## src/design/spq_pkg.sv

```systemverilog
// Shared types and constants for the sorted priority queue.
// No dependencies; used by every other file of the block but spq_ram.
package spq_pkg;

    localparam int CAPACITY_DEF = 32;
    localparam int TAG_BITS_DEF = 32;

    localparam int PRIO_W  = 16;
    localparam int TAG_F_W = 32;
    localparam int CNT_F_W = 6;

    localparam logic [1:0] CMD_ENQUEUE = 2'd0;
    localparam logic [1:0] CMD_DEQUEUE = 2'd1;
    localparam logic [1:0] CMD_FIND    = 2'd2;
    localparam logic [1:0] CMD_REMOVE  = 2'd3;

    localparam logic [1:0] ST_OK       = 2'd0;
    localparam logic [1:0] ST_EMPTY    = 2'd1;
    localparam logic [1:0] ST_FULL     = 2'd2;
    localparam logic [1:0] ST_NOTFOUND = 2'd3;

    typedef struct packed {
        logic [1:0]         command;
        logic [PRIO_W-1:0]  req_priority;
        logic [TAG_F_W-1:0] req_tag;
    } req_t;

    typedef struct packed {
        logic [1:0]         status;
        logic [TAG_F_W-1:0] out_tag;
        logic [PRIO_W-1:0]  out_priority;
        logic [CNT_F_W-1:0] entry_count;
    } rsp_t;

    typedef enum logic [2:0] {
        IDX_HOLD,
        IDX_COUNT,
        IDX_TAIL,
        IDX_ZERO,
        IDX_INC,
        IDX_DEC
    } idx_op_t;

    typedef enum logic [1:0] {
        CNT_HOLD,
        CNT_INC,
        CNT_DEC
    } cnt_op_t;

    typedef struct packed {
        logic       load;
        idx_op_t    idx_op;
        logic       rd_back;
        logic       wr_en;
        logic       wr_new;
        logic       wr_back;
        cnt_op_t    cnt_op;
        logic       res_load;
        logic [1:0] res_status;
        logic       res_take;
    } ctl_t;

    typedef struct packed {
        logic full;
        logic empty;
        logic idx_zero;
        logic idx_last;
        logic prio_gt;
        logic tag_hit;
    } sts_t;

endpackage

```

## src/design/spq_ram.sv

```systemverilog
// Generic single-write, single-read RAM with registered read data.
// No dependencies.
module spq_ram #(
    parameter int WIDTH = 48,
    parameter int DEPTH = 32
) (
    input  logic                     clk,
    input  logic                     wr_en,
    input  logic [$clog2(DEPTH)-1:0] wr_addr,
    input  logic [WIDTH-1:0]         wr_data,
    input  logic [$clog2(DEPTH)-1:0] rd_addr,
    output logic [WIDTH-1:0]         rd_data
);

    logic [WIDTH-1:0] mem [DEPTH];

    always_ff @(posedge clk)
    begin
        if (wr_en)
        begin
            mem[wr_addr] <= wr_data;
        end
        rd_data <= mem[rd_addr];
    end

endmodule

```

## src/design/spq_ctrl.sv

```systemverilog
// Request sequencer of the sorted priority queue.
// Depends on spq_pkg; drives spq_datapath through spq_pkg::ctl_t.
module spq_ctrl (
    input  logic          clk,
    input  logic          rst_n,
    input  logic          start,
    input  logic [1:0]    command,
    input  spq_pkg::sts_t sts,
    output spq_pkg::ctl_t ctl,
    output logic          busy,
    output logic          done
);

    typedef enum logic [2:0] {
        S_IDLE,
        S_ENQ,
        S_DEQ,
        S_SCAN,
        S_SHIFT
    } state_t;

    state_t     state_reg, state_next;
    logic [1:0] op_reg, op_next;
    logic       done_reg;

    always_comb
    begin
        ctl            = '0;
        ctl.idx_op     = spq_pkg::IDX_HOLD;
        ctl.cnt_op     = spq_pkg::CNT_HOLD;
        ctl.res_status = spq_pkg::ST_OK;
        state_next     = state_reg;
        op_next        = op_reg;
        case (state_reg)
            S_IDLE:
            begin
                if (start)
                begin
                    ctl.load = 1'b1;
                    op_next  = command;
                    case (command)
                        spq_pkg::CMD_ENQUEUE:
                        begin
                            if (sts.full)
                            begin
                                ctl.res_load   = 1'b1;
                                ctl.res_status = spq_pkg::ST_FULL;
                            end
                            else
                            begin
                                ctl.idx_op  = spq_pkg::IDX_COUNT;
                                ctl.rd_back = 1'b1;
                                state_next  = S_ENQ;
                            end
                        end
                        spq_pkg::CMD_DEQUEUE:
                        begin
                            if (sts.empty)
                            begin
                                ctl.res_load   = 1'b1;
                                ctl.res_status = spq_pkg::ST_EMPTY;
                            end
                            else
                            begin
                                ctl.idx_op = spq_pkg::IDX_TAIL;
                                state_next = S_DEQ;
                            end
                        end
                        default:
                        begin
                            if (sts.empty)
                            begin
                                ctl.res_load   = 1'b1;
                                ctl.res_status = spq_pkg::ST_NOTFOUND;
                            end
                            else
                            begin
                                ctl.idx_op = spq_pkg::IDX_ZERO;
                                state_next = S_SCAN;
                            end
                        end
                    endcase
                end
            end
            S_ENQ:
            begin
                ctl.wr_en = 1'b1;
                if (sts.idx_zero || sts.prio_gt)
                begin
                    ctl.wr_new   = 1'b1;
                    ctl.cnt_op   = spq_pkg::CNT_INC;
                    ctl.res_load = 1'b1;
                    state_next   = S_IDLE;
                end
                else
                begin
                    ctl.idx_op  = spq_pkg::IDX_DEC;
                    ctl.rd_back = 1'b1;
                end
            end
            S_DEQ:
            begin
                ctl.cnt_op   = spq_pkg::CNT_DEC;
                ctl.res_load = 1'b1;
                ctl.res_take = 1'b1;
                state_next   = S_IDLE;
            end
            S_SCAN:
            begin
                if (sts.tag_hit)
                begin
                    if (op_reg == spq_pkg::CMD_FIND)
                    begin
                        ctl.res_load = 1'b1;
                        ctl.res_take = 1'b1;
                        state_next   = S_IDLE;
                    end
                    else if (sts.idx_last)
                    begin
                        ctl.cnt_op   = spq_pkg::CNT_DEC;
                        ctl.res_load = 1'b1;
                        state_next   = S_IDLE;
                    end
                    else
                    begin
                        ctl.idx_op = spq_pkg::IDX_INC;
                        state_next = S_SHIFT;
                    end
                end
                else if (sts.idx_last)
                begin
                    ctl.res_load   = 1'b1;
                    ctl.res_status = spq_pkg::ST_NOTFOUND;
                    state_next     = S_IDLE;
                end
                else
                begin
                    ctl.idx_op = spq_pkg::IDX_INC;
                end
            end
            S_SHIFT:
            begin
                // close the gap: move this entry down one slot
                ctl.wr_en   = 1'b1;
                ctl.wr_back = 1'b1;
                if (sts.idx_last)
                begin
                    ctl.cnt_op   = spq_pkg::CNT_DEC;
                    ctl.res_load = 1'b1;
                    state_next   = S_IDLE;
                end
                else
                begin
                    ctl.idx_op = spq_pkg::IDX_INC;
                end
            end
            default:
            begin
                state_next = S_IDLE;
            end
        endcase
    end

    always_ff @(posedge clk or negedge rst_n)
    begin
        if (!rst_n)
        begin
            state_reg <= S_IDLE;
            op_reg    <= spq_pkg::CMD_ENQUEUE;
            done_reg  <= 1'b0;
        end
        else
        begin
            state_reg <= state_next;
            op_reg    <= op_next;
            done_reg  <= ctl.res_load;
        end
    end

    assign busy = (state_reg != S_IDLE);
    assign done = done_reg;

    a_no_spurious_done: assert property (@(posedge clk) disable iff (!rst_n)
        (state_reg == S_IDLE && !start) |=> !done_reg)
        else $error("result strobe without a request");

    a_shift_only_remove: assert property (@(posedge clk) disable iff (!rst_n)
        (state_reg == S_SHIFT) |-> (op_reg == spq_pkg::CMD_REMOVE))
        else $error("shift pass outside a remove");

    a_scan_nonempty: assert property (@(posedge clk) disable iff (!rst_n)
        (state_reg == S_SCAN || state_reg == S_SHIFT || state_reg == S_DEQ)
        |-> !sts.empty)
        else $error("walk over an empty queue");

endmodule

```

## src/design/spq_datapath.sv

```systemverilog
// Datapath of the sorted priority queue: entry RAM, walk index, count, result register.
// Depends on spq_pkg and spq_ram; steered by spq_ctrl through spq_pkg::ctl_t.
module spq_datapath #(
    parameter int CAPACITY = spq_pkg::CAPACITY_DEF,
    parameter int TAG_BITS = spq_pkg::TAG_BITS_DEF
) (
    input  logic          clk,
    input  logic          rst_n,
    input  spq_pkg::req_t req,
    input  spq_pkg::ctl_t ctl,
    output spq_pkg::sts_t sts,
    output spq_pkg::rsp_t rsp
);

    localparam int TAG_W = (TAG_BITS < spq_pkg::TAG_F_W) ? TAG_BITS : spq_pkg::TAG_F_W;
    localparam int ENT_W = spq_pkg::PRIO_W + TAG_W;
    localparam int IDX_W = $clog2(CAPACITY);
    localparam int CNT_W = $clog2(CAPACITY + 1);

    logic [spq_pkg::PRIO_W-1:0] prio_reg;
    logic [TAG_W-1:0]           tag_reg;
    logic [IDX_W-1:0]           idx_reg, idx_next;
    logic [CNT_W-1:0]           count_reg, count_next;
    spq_pkg::rsp_t              rsp_reg;

    logic [IDX_W-1:0]           rd_addr, wr_addr;
    logic [ENT_W-1:0]           rd_data, wr_data;
    logic [spq_pkg::PRIO_W-1:0] rd_prio;
    logic [TAG_W-1:0]           rd_tag;

    assign rd_prio = rd_data[ENT_W-1:TAG_W];
    assign rd_tag  = rd_data[TAG_W-1:0];

    always_comb
    begin
        case (ctl.idx_op)
            spq_pkg::IDX_COUNT: idx_next = IDX_W'(count_reg);
            spq_pkg::IDX_TAIL:  idx_next = IDX_W'(count_reg - CNT_W'(1));
            spq_pkg::IDX_ZERO:  idx_next = '0;
            spq_pkg::IDX_INC:   idx_next = idx_reg + IDX_W'(1);
            spq_pkg::IDX_DEC:   idx_next = idx_reg - IDX_W'(1);
            default:            idx_next = idx_reg;
        endcase
    end

    always_comb
    begin
        case (ctl.cnt_op)
            spq_pkg::CNT_INC: count_next = count_reg + CNT_W'(1);
            spq_pkg::CNT_DEC: count_next = count_reg - CNT_W'(1);
            default:          count_next = count_reg;
        endcase
    end

    // read ahead: the entry at the next index (or the one below it, with rd_back) arrives with the next cycle
    assign rd_addr = ctl.rd_back ? (idx_next - IDX_W'(1)) : idx_next;
    assign wr_addr = ctl.wr_back ? (idx_reg - IDX_W'(1)) : idx_reg;
    assign wr_data = ctl.wr_new ? {prio_reg, tag_reg} : rd_data;

    spq_ram #(
        .WIDTH (ENT_W),
        .DEPTH (CAPACITY)
    ) u_ram (
        .clk     (clk),
        .wr_en   (ctl.wr_en),
        .wr_addr (wr_addr),
        .wr_data (wr_data),
        .rd_addr (rd_addr),
        .rd_data (rd_data)
    );

    always_ff @(posedge clk or negedge rst_n)
    begin
        if (!rst_n)
        begin
            idx_reg   <= '0;
            count_reg <= '0;
        end
        else
        begin
            idx_reg   <= idx_next;
            count_reg <= count_next;
        end
    end

    always_ff @(posedge clk)
    begin
        if (ctl.load)
        begin
            prio_reg <= req.req_priority;
            tag_reg  <= req.req_tag[TAG_W-1:0];
        end
        if (ctl.res_load)
        begin
            rsp_reg.status       <= ctl.res_status;
            rsp_reg.out_tag      <= ctl.res_take ? spq_pkg::TAG_F_W'(rd_tag) : '0;
            rsp_reg.out_priority <= ctl.res_take ? rd_prio : '0;
            rsp_reg.entry_count  <= spq_pkg::CNT_F_W'(count_next);
        end
    end

    assign sts.full     = (count_reg == CNT_W'(CAPACITY));
    assign sts.empty    = (count_reg == '0);
    assign sts.idx_zero = (idx_reg == '0);
    assign sts.idx_last = (CNT_W'(idx_reg) == (count_reg - CNT_W'(1)));
    assign sts.prio_gt  = (rd_prio > prio_reg);
    assign sts.tag_hit  = (rd_tag == tag_reg);
    assign rsp          = rsp_reg;

    a_inc_not_full: assert property (@(posedge clk) disable iff (!rst_n)
        (ctl.cnt_op == spq_pkg::CNT_INC) |-> !sts.full)
        else $error("count raised past capacity");

    a_dec_not_empty: assert property (@(posedge clk) disable iff (!rst_n)
        (ctl.cnt_op == spq_pkg::CNT_DEC) |-> !sts.empty)
        else $error("count lowered below zero");

    a_wr_in_range: assert property (@(posedge clk) disable iff (!rst_n)
        ctl.wr_en |-> (CNT_W'(wr_addr) < CNT_W'(CAPACITY)))
        else $error("entry write outside the store");

endmodule

```

## src/design/sorted_priority_queue.sv

```systemverilog
// Top level of the sorted priority queue.
// Depends on spq_pkg, spq_ram, spq_ctrl and spq_datapath.
//
// Holds up to CAPACITY entries (priority, tag) in descending priority, equal
// priorities newest first. A request beat is taken at a rising edge with
// start high and busy low; its single result is on rsp with done high for exactly
// one cycle, and the receiver cannot stall it, so capture rsp whenever
// done is seen. Enqueue when full, dequeue when empty and find or remove on an
// empty queue answer on the edge after the request, and busy stays low.
// Otherwise the block walks the entry RAM one entry per cycle through its
// single read port (a dequeue reads only the tail entry) and keeps busy high
// until done. A new request may be issued in the cycle done is high.
// Tags are compared on their low TAG_BITS bits (at most 32). The entry RAM needs
// no clearing after reset: only entries below the count are ever used.
module sorted_priority_queue #(
    parameter int CAPACITY = spq_pkg::CAPACITY_DEF,
    parameter int TAG_BITS = spq_pkg::TAG_BITS_DEF
) (
    input  logic          clk,
    input  logic          rst_n,
    input  logic          start,
    output logic          busy,
    input  spq_pkg::req_t req,
    output logic          done,
    output spq_pkg::rsp_t rsp
);

    spq_pkg::ctl_t ctl;
    spq_pkg::sts_t sts;

    // sequencer: decides each step of the walk from the datapath status
    spq_ctrl u_ctrl (
        .clk     (clk),
        .rst_n   (rst_n),
        .start   (start),
        .command (req.command),
        .sts     (sts),
        .ctl     (ctl),
        .busy    (busy),
        .done    (done)
    );

    // storage, walk index, entry count and result register
    spq_datapath #(
        .CAPACITY (CAPACITY),
        .TAG_BITS (TAG_BITS)
    ) u_datapath (
        .clk   (clk),
        .rst_n (rst_n),
        .req   (req),
        .ctl   (ctl),
        .sts   (sts),
        .rsp   (rsp)
    );

endmodule
```

## config.mk

```make
export PLATFORM = sky130hd
export DESIGN_NAME = sorted_priority_queue
export DESIGN_NICKNAME = d
export VERILOG_FILES = /design/src/design/spq_pkg.sv /design/src/design/spq_ram.sv /design/src/design/spq_ctrl.sv /design/src/design/spq_datapath.sv /design/src/design/sorted_priority_queue.sv
export SDC_FILE = /design/constraint.sdc
export NUM_CORES = 2
export LEC_CHECK = 0
export BUFFER_PORTS_ARGS = -buffer_cell sky130_fd_sc_hd__clkbuf_2
export CAP_MARGIN = 10
export CORE_ASPECT_RATIO = 0.8
export CORE_MARGIN = 2
export CORE_UTILIZATION = 62
export DETAILED_ROUTE_END_ITERATION = 10
export GPL_TIMING_DRIVEN = 0
export PLACE_DENSITY = 0.78
export SETUP_SLACK_MARGIN = 0.2
export SLEW_MARGIN = 30
export SYNTH_ARGS = -nofsm -noshare
export SYNTH_HDL_FRONTEND = slang
export SYNTH_HIERARCHICAL = 1
export SYNTH_SLANG_ARGS = --single-unit
```

## constraint.sdc

```tcl
create_clock -name clk -period 5.3 [get_ports clk]
set_clock_uncertainty 0.05 [all_clocks]
set_input_delay 0.265 -clock clk [delete_from_list [all_inputs] [get_ports clk]]
set_output_delay 0.265 -clock clk [all_outputs]
set_load 0.005 [all_outputs]
```

==> qor_table.md <==
| Group | Metric | This run |
|:---|:---|:---|
| floorplanning | I/O pin total | 111 |
| detailed routing | 1st-iter DRT viols | 7,527 |
| sta | Tightest hold margin | -0.0268 ns |
| critical path | Classification of the worst setup path | register to register |
| power | Share of power burned in registers | 55.4% |
| cts | Clock Pin Slew Worst Setup and Hold Paths | 0.07 ns |
| power | Clock network power share | 44.4% |
| floorplanning | Placeable core area | 107,000 um^2 |
| yosys | Synthesized instance count | 3,893 |
| layout | Most common cell after layout, fill and taps aside | sky130_fd_sc_hd__edfxtp_1 |
| critical path | Kind of end point of the critical path | register |
| yosys | Synth cell types | 65 |
| cts | Number of buffers inserted during clock tree synthesis | 156 |
| sta | Setup repair after global routing missed its margin | true |
| detailed routing | WL/cell | 33.8 um |
| power | Leakage power | 26.5 nW |
| global route | Number of antenna violations at the first check in global routing | 3 |
| critical path | Critical path required time | 5.93 ns |
| layout | Total number of nets in the final design | 4,445 |
| cts | Clk_lat worst skew | 0.81 ns |
| placement | DP Area | 72,200 um^2 |
| placement | RePlAce Congestion | 0.854 |
| outcome | Outcome | finished, violations left |
| placement | Count of input and output buffers | 110 |
| yosys | Number of synthesized flops with an enable pin | 1,640 |
| layout | Post-route insts no fill | 5,921 |
| yosys | Total of warnings raised by yosys | 6 |
| yosys | Netlist area before placement | 67,200 um^2 |
| power | Share of total power consumed by net switching | 19.8% |
| detailed routing | Detailed-route vias per instance | 6.87 |
| floorplanning | Die ar. | 111,000 um^2 |
| yosys | Register area share after synthesis | 75.4% |
| critical path | Worst reg2reg path depth | 23 |
| yosys | Synthesized area per cell | 17.3 um^2 |
| floorplanning | Effective utilization at floorplan | 62.8% |
| min path | Hold crit path type | input pin to async pin |
| placement | DP Cell Count | 5,510 |
| placement | Detailed-placement wirelength estimate | 117,000 um |
| cts | H-tree Lvls | 4 |
| detailed routing | Detailed-routing iteration count for the pre-antenna-repair pass | 6 |
| layout | Fraction of final layout cells with drive strength greater than 1 | 21.9% |
| global route | Pin count of the biggest net entering global routing | 58 |
| critical path | Setup slack on the worst flop-to-flop path | -0.35 ns |
| detailed routing | Routed vias | 40,700 |
| critical path | Capture instance of the worst register-to-register path | u_datapath/u_ram/rd_data[43] |
| global route | Vias in the first global route | 38,500 |
| sta | Peak Freq | 0.177 GHz |
| placement | Pre-CTS worst setup slack | -1.97 ns |
| layout | Most frequent cells in the layout | sky130_fd_sc_hd__edfxtp_1, sky130_fd_sc_hd__mux2i_1, sky130_fd_sc_hd__clkbuf_16 |
| layout | Final core area utilization | 76.4% |
| global route | Grt ovf | 0 |
| power | Logic gate share of total power | 0.2% |
| layout | Layout area overhead | 21.6% |
| outcome | Violations in the final reports | hold timing, setup timing |
| global route | Overall track demand over capacity in global routing | 33.6% |
| critical path | Launching element type of the critical path | register |
| sta | Final worst-path cycle share | 107% |
| yosys | Synthesized Nets | 3,970 |
| power | Pwr Total | 26.2 mW |
| sta | Worst Tran Pin Value | 1.05 ns |
| critical path | Worst EP arrival | 6.28 ns |
| floorplanning | Die span in x | 372 um |
| critical path | Origin of the critical flop-to-flop path | u_datapath/u_ram/rd_data[47] |
| detailed routing | Remaining number of nets flagged by the antenna check after routing | 0 |
| yosys | Most used flip-flop cell after synthesis | sky130_fd_sc_hd__edfxtp_1 |
| sta | Setup TNS | -8.00 ns |
| global route | Wire length of the first global-routing pass | 266,000 um |
| critical path | Largest fanout on the critical path | 10 |
| critical path | Startpoint of the most critical setup path | u_datapath/u_ram/rd_data[47] |
| detailed routing | Number of remaining DRC errors | 0 |
| layout | Final non-filler cell area | 81,700 um^2 |
| power | Power per cell area | 321 nW/um^2 |
| run | Number of maximum-capacitance constraint violations | 0 |
| detailed routing | Detailed-route wire length | 200,000 um |
| sta | Slew Limit Fails | 0 |
| cts | TritonCTS clock tree | yes |
| layout | Flip-flop count of the largest register, all copies and words added | 1,536 |
| cts | Maximum buffer depth of the clock tree | 3 |
| sta | Relative slew margins | 29.7% |
| floorplanning | Row count | 107 |
| sta | Number of setup violations in the final report | 48 |
| cts | Sink Count | 1,705 |
| sta | Setup WS post-layout | -0.354 ns |
| cts | Clock root buffer master | sky130_fd_sc_hd__clkbuf_16 |
| power | Internal Pwr Total | 21.0 mW |
| sta | Post-layout minimum cycle time | 5.65 ns |
| power | Switching power | 5.20 mW |
| power | Worst IR Drop VDD | 0.000318 V |
| sta | Number of hold violations in the final report | 17 |
| yosys | Post-synthesis async set-or-reset flop share | 0.997% |
| floorplanning | Vertical die dimension | 298 um |
| yosys | Number of storage elements in the synthesis netlist | 1,705 |
power by group through the flow:
| stage | sequential (mW) | clock (mW) | combinational, mW |
|---|---|---|---|
| after global routing | 14.5 | 12.2 | 0.0616 |
| after detailed placement | 14.8 | 0 | 0.0246 |
| after floorplan | 14.8 | 0 | 0.00138 |
| after global placement | 14.8 | 0 | 0.0238 |
| after CTS | 14.5 | 11.5 | 0.0557 |
| final | 14.5 | 11.6 | 0.0570 |
worst max-delay path by stage:
| stage | to | slack (ns) | cells after the start |
|---|---|---|---|
| finish | u_datapath/u_ram/rd_data[43] | -0.35 | 23 |
| global route | u_datapath/u_ram/rd_data[43] | -0.24 | 24 |
| CTS | u_datapath/u_ram/rd_data[27] | 0.14 | 25 |
| detailed placement | u_datapath/u_ram/rd_data[33] | -1.97 | 24 |
| global placement | u_datapath/u_ram/mem[11][26] | -2.71 | 6 |
| floorplan | u_datapath/u_ram/mem[18][0] | 0.56 | 6 |
Yosys cell counts (8+ instances only):
library cell | instances | area (um^2)
sky130_fd_sc_hd__nand3_1 | 154 | 771
sky130_fd_sc_hd__a31oi_1 | 53 | 332
sky130_fd_sc_hd__o21ai_0 | 13 | 65.1
sky130_fd_sc_hd__a22oi_1 | 147 | 1100
sky130_fd_sc_hd__nand2_1 | 161 | 604
sky130_fd_sc_hd__nand3b_1 | 9 | 67.6
sky130_fd_sc_hd__buf_4 | 39 | 293
sky130_fd_sc_hd__nor3_1 | 60 | 300
sky130_fd_sc_hd__nand2b_1 | 8 | 50.1
sky130_fd_sc_hd__buf_1 | 12 | 45.0
sky130_fd_sc_hd__a22o_1 | 96 | 841
sky130_fd_sc_hd__mux2_2 | 49 | 552
sky130_fd_sc_hd__nor2_1 | 52 | 195
sky130_fd_sc_hd__a21oi_1 | 161 | 806
sky130_fd_sc_hd__nor4_1 | 9 | 56.3
sky130_fd_sc_hd__xnor2_1 | 14 | 123
sky130_fd_sc_hd__xor2_1 | 36 | 315
sky130_fd_sc_hd__dfxtp_1 | 48 | 961
sky130_fd_sc_hd__buf_6 | 43 | 484
sky130_fd_sc_hd__clkbuf_1 | 73 | 274
sky130_fd_sc_hd__ha_1 | 24 | 300
sky130_fd_sc_hd__dfrtp_1 | 17 | 425
sky130_fd_sc_hd__inv_1 | 39 | 146
sky130_fd_sc_hd__mux2i_1 | 770 | 7710
sky130_fd_sc_hd__edfxtp_1 | 1640 | 49200
sky130_fd_sc_hd__and2_1 | 51 | 319
sky130_fd_sc_hd__buf_2 | 47 | 235
routing by layer:
layer  GRT usage (%)  routed length (um)  up-vias
met5               0                   0        -
met4            14.6               10900        0
met3            9.42               29400      653
met2            50.0               89800     3769
met1            47.2               69900    20000
li1                -                   -    16300
repair_timing:
item / in CTS / in global routing
setup endpoints to repair: 50 / 48
gates resized for setup: 439 / 225
setup buffers: 32 / 16
cloned: 4 / 12
endpoints found under the hold margin: 71 / 0
pin swaps: 35 / 69
hold buffers: 53 / 0
critical path: stages (launching register included):
cell and delay, ns:
sky130_fd_sc_hd__dfxtp_1 0.46, sky130_fd_sc_hd__ha_1 0.42, sky130_fd_sc_hd__nand4_1 0.31, sky130_fd_sc_hd__nor2_1 0.36
sky130_fd_sc_hd__o31ai_4 0.16, sky130_fd_sc_hd__a21oi_4 0.32, sky130_fd_sc_hd__or4_4 0.22, sky130_fd_sc_hd__o21ai_2 0.06
sky130_fd_sc_hd__clkbuf_8 0.15, sky130_fd_sc_hd__buf_12 0.13, sky130_fd_sc_hd__buf_12 0.12, sky130_fd_sc_hd__nor2b_1 0.21
sky130_fd_sc_hd__a32oi_2 0.17, sky130_fd_sc_hd__or4_1 0.49, sky130_fd_sc_hd__nand3_2 0.23, sky130_fd_sc_hd__nor3_4 0.07
sky130_fd_sc_hd__xor2_2 0.20, sky130_fd_sc_hd__buf_12 0.15, sky130_fd_sc_hd__nand2b_2 0.14, sky130_fd_sc_hd__buf_12 0.19
sky130_fd_sc_hd__clkbuf_4 0.27, sky130_fd_sc_hd__a21oi_1 0.13, sky130_fd_sc_hd__a31oi_2 0.37, sky130_fd_sc_hd__nand3_1 0.11
logic make-up after synthesis:
kind of cell	count (synthesis)	synth area share (%)
and+or+nand+nor	537	3.90
muxes	819	12.3
AOI/OAI and AO/OA	502	5.08
buffers and inverters	256	2.25
adders and majority gates	24	0.447
xor gates and xnor gates	50	0.652
DFF	1705	75.4
area by class of cell:
class                   count  area (um^2)
well taps                1417         1770
clock inverters            88         1070
fillers                  5256        25300
repair buffers            318         4440
plain buffers             215         2630
clock buffers             201         4150
inverters                  40          158
diodes                      5         12.5
flip-flops and latches   1705        50600
multi-input cells        1932        16800
No activity file was read; power rests on OpenSTA's default activity.
